--- config.mk ---
export PLATFORM = sky130hd
export DESIGN_NAME = lpht_ram
export DESIGN_NICKNAME = d
export VERILOG_FILES = /design/src/rtl/lpht_ram.sv
export SDC_FILE = /design/constraint.sdc
export NUM_CORES = 1
export LEC_CHECK = 0
export ABC_AREA = 1
export BUFFER_PORTS_ARGS = -buffer_cell sky130_fd_sc_hd__buf_2
export CORE_MARGIN = 10
export CORE_UTILIZATION = 25
export DETAILED_ROUTE_END_ITERATION = 8
export SLEW_MARGIN = 10
export SYNTH_ARGS = -nofsm -noshare
export SYNTH_HDL_FRONTEND = slang
export SYNTH_SLANG_ARGS = --single-unit
--- constraint.sdc ---
create_clock -name i_clk -period 1.5 [get_ports i_clk]
set_input_delay 0.225 -clock i_clk [delete_from_list [all_inputs] [get_ports i_clk]]
set_output_delay 0.225 -clock i_clk [all_outputs]
set_load 0.05 [all_outputs]
--- src/rtl/lpht_ram.sv ---
// generic simple dual port ram, one write and one registered read per cycle
// used for the slot table of the hash table core
// no dependencies
module lpht_ram #(
    parameter int WIDTH = 8,
    parameter int DEPTH = 16
) (
    input  logic                     i_clk,
    input  logic                     i_we,
    input  logic [$clog2(DEPTH)-1:0] i_waddr,
    input  logic [WIDTH-1:0]         i_wdata,
    input  logic [$clog2(DEPTH)-1:0] i_raddr,
    output logic [WIDTH-1:0]         o_rdata
);

    logic [WIDTH-1:0] r_mem [DEPTH];

    // write port
    always_ff @(posedge i_clk) begin
        if (i_we) begin
            r_mem[i_waddr] <= i_wdata;
        end
    end

    // registered read port
    always_ff @(posedge i_clk) begin
        o_rdata <= r_mem[i_raddr];
    end

endmodule
==> flow_metrics.py, run 1 <==
metrics = {
    "status": {
        "status": "complete, no violations",
    },
    "sta": {
        "drv_slew": 0,
        "final.setup.tns_ns": 0,
        "finClkSkew_ns": 0.0132,
        "finalCritPeriodShare_pct": 89.8,
        "relSlewSlack_pct": 73.1,
        "fin_crit_ns": 1.35,
        "final-hold-violation-count": 0,
        "setup_violations": 0,
        "whs_ns": 0.209,
        "max_freq_mhz": 743,
        "tightestPinTransition_ns": 0.403,
        "worst_slack_ns": 0.153,
        "grt_setup_unrepaired": "no",
    },
    "cts": {
        "clock_path_buffers": 2,
        "cts_tree": "yes",
        "post-cts-setup-buffers": 0,
        "cts_made_buffers": 17,
        "cts_resized": 0,
        "cts_sinks": 136,
        "cts.clk_slew.worst_paths_ns": 0.06,
        "clk_latency_ns": 0.43,
        "clock-root-buffer": "clkbuf_16",
        "htree_num_levels": 4,
        "hold_buffers": 0,
    },
    "route": {
        "first_pass_iters": 6,
        "vias": 3775,
        "ant_nets": 0,
        "route.met2.wl_mm": 6.41,
        "drc_errors": 0,
        "first_iter_violations": 386,
        "finalWirelength_mm": 13.5,
        "wl_per_cell_um": 15.1,
        "wl_met1_mm": 6.39,
        "via_per_inst": 4.21,
        "wl_met3_um": 567,
        "top_layer": "met4",
    },
    "yosys": {
        "synth_nets": 569,
        "yosysSeqAreaShare_pct": 69.4,
        "netlist_instances": 551,
        "ys_ff_latch": 136,
        "syn-cell-area_sq_mm": 0.00577,
        "syn_avg_cell_area_sq_um": 10.5,
        "synth_warnings": 0,
        "yosysUniqueCellTypes": 12,
    },
    "floorplan": {
        "start_util_pct": 25.5,
        "die_w_um": 172,
        "ios": 26,
        "rows": 55,
        "die-height_um": 172,
        "die-area_sq_mm": 0.0295,
        "coreArea_sq_mm": 0.0226,
    },
    "worst_setup_path": {
        "critical_path_class": "flip-flop to output pin",
        "worstPathArrival_ns": 1.12,
        "crit_family": "flip-flops",
        "cp_max_fo": 1,
        "critPathSlowestCell": "dfxtp_1",
        "crit_path_end_kind": "output pin",
        "path_cells": "buf_2",
        "rr_worst_depth": 6,
        "critPathLaunchType": "flip-flop",
        "worst-path-buf-inv": 1,
        "worstPathRequired_ns": 1.27,
        "crit_path_max_incr_delay_ns": 0.40,
        "path_depth": 1,
    },
    "global_route": {
        "track_usage_pct": 9.57,
        "grt-ovfl-total": 0,
        "grt_pass1_wl_mm": 20.8,
        "grt_max_degree": 38,
        "grt_pass1_vias": 3629,
        "antenna_found_initial": 0,
    },
    "place": {
        "port_buffers": 25,
        "hpwlAfterDp_mm": 8.84,
        "dp_slack_ns": 0.200,
        "gp_congestion": 0.798,
    },
    "finish": {
        "num-nets-final": 616,
        "syn2layout_area_growth_pct": 20.3,
        "drive_gt1_share_pct": 13.9,
        "num_antenna_cells": 0,
    },
    "power": {
        "ir_drop_v": 0.000790,
        "p_leak_nw": 2.96,
        "power_density_mw_per_mm2": 1310,
    },
    "worst_hold_path": {
        "hp-class": "input pin to flip-flop",
        "whs_path_depth": 4,
    },
    "job": {
        "cap_violations": 0,
    },
}
==> flip-flops by register name, summed over array words and instances (netlist names) <==
name,cells
r_mem,128
o_rdata,8
==> area by class of cell <==
class	count	area [sq um]
clock inverters	15	164
multi-input cells	289	1210
well taps	285	357
repair buffers	52	390
inverters	102	383
fillers	2275	15700
clock buffers	17	425
flip-flops and latches	136	4000
==> path summary, 6_finish.rpt <==
path	startpoint	to	slack, ns
hold / removal	i_raddr[2]	o_rdata[7]	0.21
setup reg to reg	r_mem[5][6]	o_rdata[6]	0.45
hold reg to reg	r_mem[10][6]	o_rdata[6]	0.66
setup / recovery	o_rdata[3]	o_rdata[3]	0.15
==> Yosys cell counts, drive strengths merged <==
master  instances  area share, %
buf            24            2.9
dfxtp           8            2.8
edfxtp        128             67
inv           102            6.6
nand2         173             11
nand3          97            8.4
nand3b          2           0.26
nor2           17            1.1
==> per-stage QoR <==
step | total power (W) | area (sq um) | utilization [%] | std cells
floorplan | 0.00473 | 5770 | - | 551
global placement | 0.00499 | 6350 | 28.0 | 864
detailed placement | 0.00500 | 6350 | 28.0 | 864
CTS | 0.00915 | 6940 | 30.6 | 896
global route | 0.00938 | 6940 | 30.6 | 896
finish | 0.00907 | 6940 | 30.6 | 896
==> where the power goes <==
part | total [W] | internal [W] | switching [W]
logic | 0.000626 | 0.000175 | 0.000451
clock network | 0.00416 | 0.00248 | 0.00168
registers | 0.00428 | 0.00425 | 0.0000340
==> tightest hold or removal path, cell delays in order <==
cell and delay, ns:
buf_2 0.16, nand3_1 0.09, nand3_1 0.07, nand2_1 0.05
==> layout by cell type, fill, tap and decap left out, types with 3 or more instances in the layout <==
master      count
buf_12          5
buf_2          25
buf_4          22
clkbuf_16      17
clkinvlp_4      3
dfxtp_1         8
edfxtp_1      128
inv_1         100
inv_6           6
nand2_1       173
nand3_1        97
nor2_1         17
==> layer usage <==
metal  GRT usage (%)  up-vias
li1                -     1871
met1            12.2     1806
met2            15.2       83
met3            2.64       15
met4            3.52        0
met5               0        -
==> cells by family (layout without fill, tap and decap cells) <==
logic type    Yosys count  in the layout  synth area share [%]
buf+inv               126            186                  9.52
flops                 136            136                  69.4
simple gates          289            289                  21.0
Power figures use the tool's default switching activity.
==> run 2: changes to the inputs <==
--- a/config.mk
+++ b/config.mk
@@ -10,6 +10,7 @@
 export CORE_MARGIN = 10
 export CORE_UTILIZATION = 25
 export DETAILED_ROUTE_END_ITERATION = 8
+export SETUP_SLACK_MARGIN = 0.3
 export SLEW_MARGIN = 10
 export SYNTH_ARGS = -nofsm -noshare
 export SYNTH_HDL_FRONTEND = slang
==> run 2 against run 1 <==
Compared with the run above:
- via count up 0.61%
- critical path depth stayed put
- combinational power grew 4.8%
- utilization grew 0.27 points
- largest cell class unchanged
- fmax increased by 15%
- sequential cell count unchanged
- count of clock-buffer cells in the layout is the same
==> flow_metrics.py, run 2 (same netlist as run 1, synthesis figures left out) <==
metrics = {
    "finish": {
        "reg.largest.list": "r_mem (128), o_rdata (8)",
        "final_core_util_pct": 30.9,
        "num_antenna_cells": 0,
        "largest_register_ffs": 128,
        "final_common_cell": "nand2_1",
        "max_flop_register": "r_mem",
        "final_cell_mix": "173 x nand2_1, 128 x edfxtp_1, 100 x inv_1",
        "drive_gt1_share_pct": 14.7,
        "instances_no_fill": 896,
        "syn2layout_area_growth_pct": 21.3,
        "num-nets-final": 616,
    },
    "sta": {
        "fin_crit_ns": 1.17,
        "grt_setup_unrepaired": "no",
        "setup_violations": 0,
        "tightestPinTransition_ns": 0.394,
        "final.setup.tns_ns": 0,
        "final-hold-violation-count": 0,
        "max_freq_mhz": 856,
        "finClkSkew_ns": 0.0116,
        "worst_slack_ns": 0.331,
        "drv_slew": 0,
        "finalCritPeriodShare_pct": 77.9,
        "relSlewSlack_pct": 73.7,
    },
    "cts": {
        "post-cts-setup-buffers": 0,
        "cts_tree": "yes",
        "cts_sinks": 136,
        "cts_resized": 21,
        "htree_num_levels": 4,
        "hold_buffers": 0,
        "clk_latency_ns": 0.43,
        "clock_path_buffers": 2,
        "cts_made_buffers": 17,
        "clock-root-buffer": "clkbuf_16",
        "cts.clk_slew.worst_paths_ns": 0.06,
    },
    "power": {
        "clkPwrFrac_pct": 45.7,
        "power.share.switching_pct": 23.9,
        "comb_power_share_pct": 7.2,
        "pwr-share-seq_pct": 47.1,
        "intPower_w": 0.00693,
        "p_leak_nw": 2.98,
        "power_density_mw_per_mm2": 1300,
        "ir_drop_v": 0.000801,
        "power_switching_w": 0.00217,
    },
    "worst_setup_path": {
        "worstPathArrival_ns": 0.94,
        "worstPathRequired_ns": 1.27,
        "critical_path.startpoint": "o_rdata[4]",
        "critical_path_class": "flip-flop to output pin",
        "path_cells": "buf_8",
        "r2r_start": "r_mem[5][5]",
        "critPathLaunchType": "flip-flop",
        "critPathSlowestCell": "dfxtp_4",
        "crit_path_max_incr_delay_ns": 0.37,
        "worst-path-buf-inv": 1,
        "crit_family": "flip-flops",
        "cp_max_fo": 1,
        "crit_path_end_kind": "output pin",
    },
    "route": {
        "finalWirelength_mm": 13.5,
        "vias": 3798,
        "first_iter_violations": 386,
        "ant_nets": 0,
        "drc_errors": 0,
        "first_pass_iters": 7,
        "wl_per_cell_um": 15.1,
        "via_per_inst": 4.24,
    },
    "global_route": {
        "antenna_found_initial": 0,
        "grt_pass1_vias": 3633,
        "grt-ovfl-total": 0,
        "grt_pass1_wl_mm": 20.8,
        "track_usage_pct": 9.57,
        "grt_max_degree": 38,
    },
    "job": {
        "cap_violations": 0,
    },
    "place": {
        "place_inst": 864,
        "hpwlAfterDp_mm": 8.84,
        "dp_slack_ns": 0.200,
        "port_buffers": 25,
        "gp_congestion": 0.798,
    },
    "floorplan": {
        "rows": 55,
        "ios": 26,
        "coreArea_sq_mm": 0.0226,
        "die-area_sq_mm": 0.0295,
        "start_util_pct": 25.5,
        "die-height_um": 172,
        "die_w_um": 172,
    },
    "worst_hold_path": {
        "hp-class": "input pin to flip-flop",
        "hp-start": "i_raddr[2]",
    },
    "status": {
        "status": "complete, no violations",
    },
}
[run 2: worst paths after layout]
| kind | cells past startpoint | to | slack, ns |
|---|---|---|---|
| worst min-delay path | 4 | o_rdata[7] | 0.20 |
| worst max register to register | 6 | o_rdata[5] | 0.44 |
| worst max-delay path | 1 | o_rdata[4] | 0.33 |
| worst min register to register | 6 | o_rdata[6] | 0.66 |
[run 2: layout make-up]
cell class                      instances  area (sq um)
Clock buffer                           17           425
Clock inverter                         15           164
Fill cell                            2267         15600
Inverter                              102           383
Multi-Input combinational cell        289          1210
Sequential cell                       136          4020
Tap cell                              285           357
Timing Repair Buffer                   52           440
[run 2: power groups by stage]
stage / registers (W) / clock network [W] / logic (W)
3_3_place_gp: 0.00436 / 0 / 0.000627
4_1_cts: 0.00429 / 0.00423 / 0.000664
6_report: 0.00429 / 0.00416 / 0.000656
3_5_place_dp: 0.00436 / 0 / 0.000634
2_1_floorplan: 0.00444 / 0 / 0.000300
5_1_grt: 0.00430 / 0.00440 / 0.000724
[run 2: stage by stage]
step	hold WS, ns	instance area [sq um]	power, W
CTS	0.193	6990	0.00919
finish	0.203	7000	0.00911
global placement	0.634	6350	0.00499
detailed placement	0.633	6350	0.00500
floorplan	0.324	5770	0.00473
global route	0.223	7000	0.00942
[run 2: metal layers]
metal,vias up,GRT usage (%),routed length [um]
met1,1808,12.2,6270
li1,1868,-,-
met4,0,3.52,183
met2,109,15.2,6400
met3,13,2.62,666
met5,-,0,0
==> run 3: changes to the inputs <==
==> constraint.sdc (replaced) <==
create_clock -name i_clk -period 1.04 [get_ports i_clk]
set_input_delay 0.156 -clock i_clk [delete_from_list [all_inputs] [get_ports i_clk]]
set_output_delay 0.156 -clock i_clk [all_outputs]
set_load 0.05 [all_outputs]
==> run 3 against run 2 <==
Compared with the run above:
- the flow now finishes with violations (negative setup slack)
- register-to-register slack got worse by 0.33 ns
- combinational power is 94% higher
- clock power rose by 40%
- clock skew shrank 0.00063 ns
- sequential power rose by 45%
- total power grew 46%
- global-route usage rose by 0.50 points
- utilization grew 4.1 points
- die area unchanged
- largest power group unchanged
==> flow_metrics.py, run 3 (same netlist as run 1, synthesis figures left out) <==
metrics = {
    "finish": {
        "fin_area_sq_mm": 0.00793,
        "num-nets-final": 638,
        "final_core_util_pct": 35.0,
        "reg.largest.list": "r_mem (128), o_rdata (8)",
        "num_antenna_cells": 0,
        "syn2layout_area_growth_pct": 37.4,
        "final_cell_mix": "142 x nand2_1, 128 x edfxtp_1, 90 x inv_1",
        "drive_gt1_share_pct": 36.2,
        "largest_register_ffs": 128,
        "final_common_cell": "nand2_1",
        "max_flop_register": "r_mem",
    },
    "worst_setup_path": {
        "critPathSlowestCell": "dfxtp_4",
        "reg2reg_slack_ns": 0.11,
        "critical_path_class": "flip-flop to output pin",
        "cp_max_fo": 1,
        "crit_path_end_kind": "output pin",
        "crit_path_max_incr_delay_ns": 0.37,
        "r2r_start": "r_mem[6][2]",
        "worstPathArrival_ns": 0.94,
        "worstPathRequired_ns": 0.88,
        "critPathLaunchType": "flip-flop",
        "rr_worst_depth": 6,
        "crit_family": "flip-flops",
        "reg2reg_to": "o_rdata[2]",
        "worst-path-buf-inv": 1,
        "path_cells": "buf_8",
    },
    "sta": {
        "drv_slew": 0,
        "worst_slack_ns": -0.0574,
        "finClkSkew_ns": 0.0110,
        "final-hold-violation-count": 0,
        "setup_violations": 6,
        "relSlewSlack_pct": 70.5,
        "grt_setup_unrepaired": "yes",
        "tightestPinTransition_ns": 0.442,
        "fin_crit_ns": 1.10,
        "finalCritPeriodShare_pct": 106,
        "max_freq_mhz": 911,
    },
    "place": {
        "gp_congestion": 0.747,
        "dp_slack_ns": -0.209,
        "port_buffers": 25,
        "postPlaceCellArea_sq_mm": 0.00684,
        "hpwlAfterDp_mm": 9.50,
    },
    "floorplan": {
        "die-height_um": 172,
        "die-area_sq_mm": 0.0295,
        "start_util_pct": 25.5,
        "rows": 55,
        "ios": 26,
        "die_w_um": 172,
        "coreArea_sq_mm": 0.0226,
    },
    "worst_hold_path": {
        "hp-start": "i_wdata[5]",
        "min_to": "r_mem[0][5]",
        "hp-class": "input pin to flip-flop",
        "whs_path_depth": 1,
    },
    "route": {
        "first_pass_iters": 5,
        "wl_per_cell_um": 15.6,
        "vias": 3869,
        "first_iter_violations": 261,
        "ant_nets": 0,
        "via_per_inst": 4.21,
        "drc_errors": 0,
        "finalWirelength_mm": 14.3,
    },
    "cts": {
        "cts_sinks": 136,
        "htree_num_levels": 4,
        "cts.clk_slew.worst_paths_ns": 0.05,
        "clock_path_buffers": 2,
        "cts_made_buffers": 17,
        "clk_latency_ns": 0.42,
        "cts_tree": "yes",
        "clock-root-buffer": "clkbuf_16",
    },
    "status": {
        "violations": "negative setup slack",
        "status": "complete, but fails checks",
    },
    "global_route": {
        "antenna_found_initial": 0,
        "grt_pass1_vias": 3976,
        "grt-ovfl-total": 0,
        "track_usage_pct": 10.1,
        "grt_pass1_wl_mm": 22.2,
        "grt_max_degree": 34,
    },
    "power": {
        "power_density_mw_per_mm2": 1680,
        "ir_drop_v": 0.00113,
        "p_leak_nw": 3.30,
    },
    "job": {
        "cap_violations": 0,
    },
}
## run 3: cell count changes in the layout (fill, tap and decap cells not counted), moves of 17 or more
cell,delta
nand3_1,-61
nand3_2,+59
nand2_1,-31
nand2_2,+27
nor2_1,-17
## run 3: worst max path at each step
stage	cells past startpoint	slack, ns	to	startpoint
floorplan	2	0.01	r_mem[10][0]	i_waddr[2]
global placement	8	-0.18	o_rdata[6]	i_raddr[0]
detailed placement	8	-0.21	o_rdata[6]	i_raddr[0]
CTS	1	-0.07	o_rdata[5]	o_rdata[5]
global route	1	-0.09	o_rdata[4]	o_rdata[4]
finish	1	-0.06	o_rdata[4]	o_rdata[4]
## run 3: area by class of cell
type / instances / area [sq um]
Clock buffer: 19 / 433
Clock inverter: 13 / 135
Fill cell: 2187 / 14700
Inverter: 102 / 395
Multi-Input combinational cell: 289 / 1740
Sequential cell: 136 / 4020
Tap cell: 285 / 357
Timing Repair Buffer: 74 / 845
## run 3: layer usage
layer	track usage (%)	routed length [um]
met1	13.3	6680
met2	15.4	6730
met3	2.55	711
met4	4.24	201
met5	0	0
## run 3: repair_timing
action | CTS | global route
cloned | 0 | 0
gates resized for setup | 73 | 53
buffers inserted | 1 | 0
pin swaps | 40 | 40
hold buffers | 0 | 0
endpoints found under the setup margin | 63 | 99
## run 3: through the flow
step | power, W | std cells | setup TNS [ns] | hold WS, ns
after global placement | 0.00736 | 885 | -15.19 | 0.580
after floorplan | 0.00693 | 551 | 0 | 0.255
after CTS | 0.0133 | 918 | -0.384 | 0.130
after global routing | 0.0137 | 918 | -0.438 | 0.142
final | 0.0133 | 918 | -0.198 | 0.134
after detailed placement | 0.00737 | 885 | -16.74 | 0.581
## run 3: report_power, final
part	leakage (nW)	internal, W	switching, W	total [W]
registers	1.23	0.00614	0.0000598	0.00620
logic	1.79	0.000484	0.000791	0.00127
clock network	0.284	0.00370	0.00213	0.00583
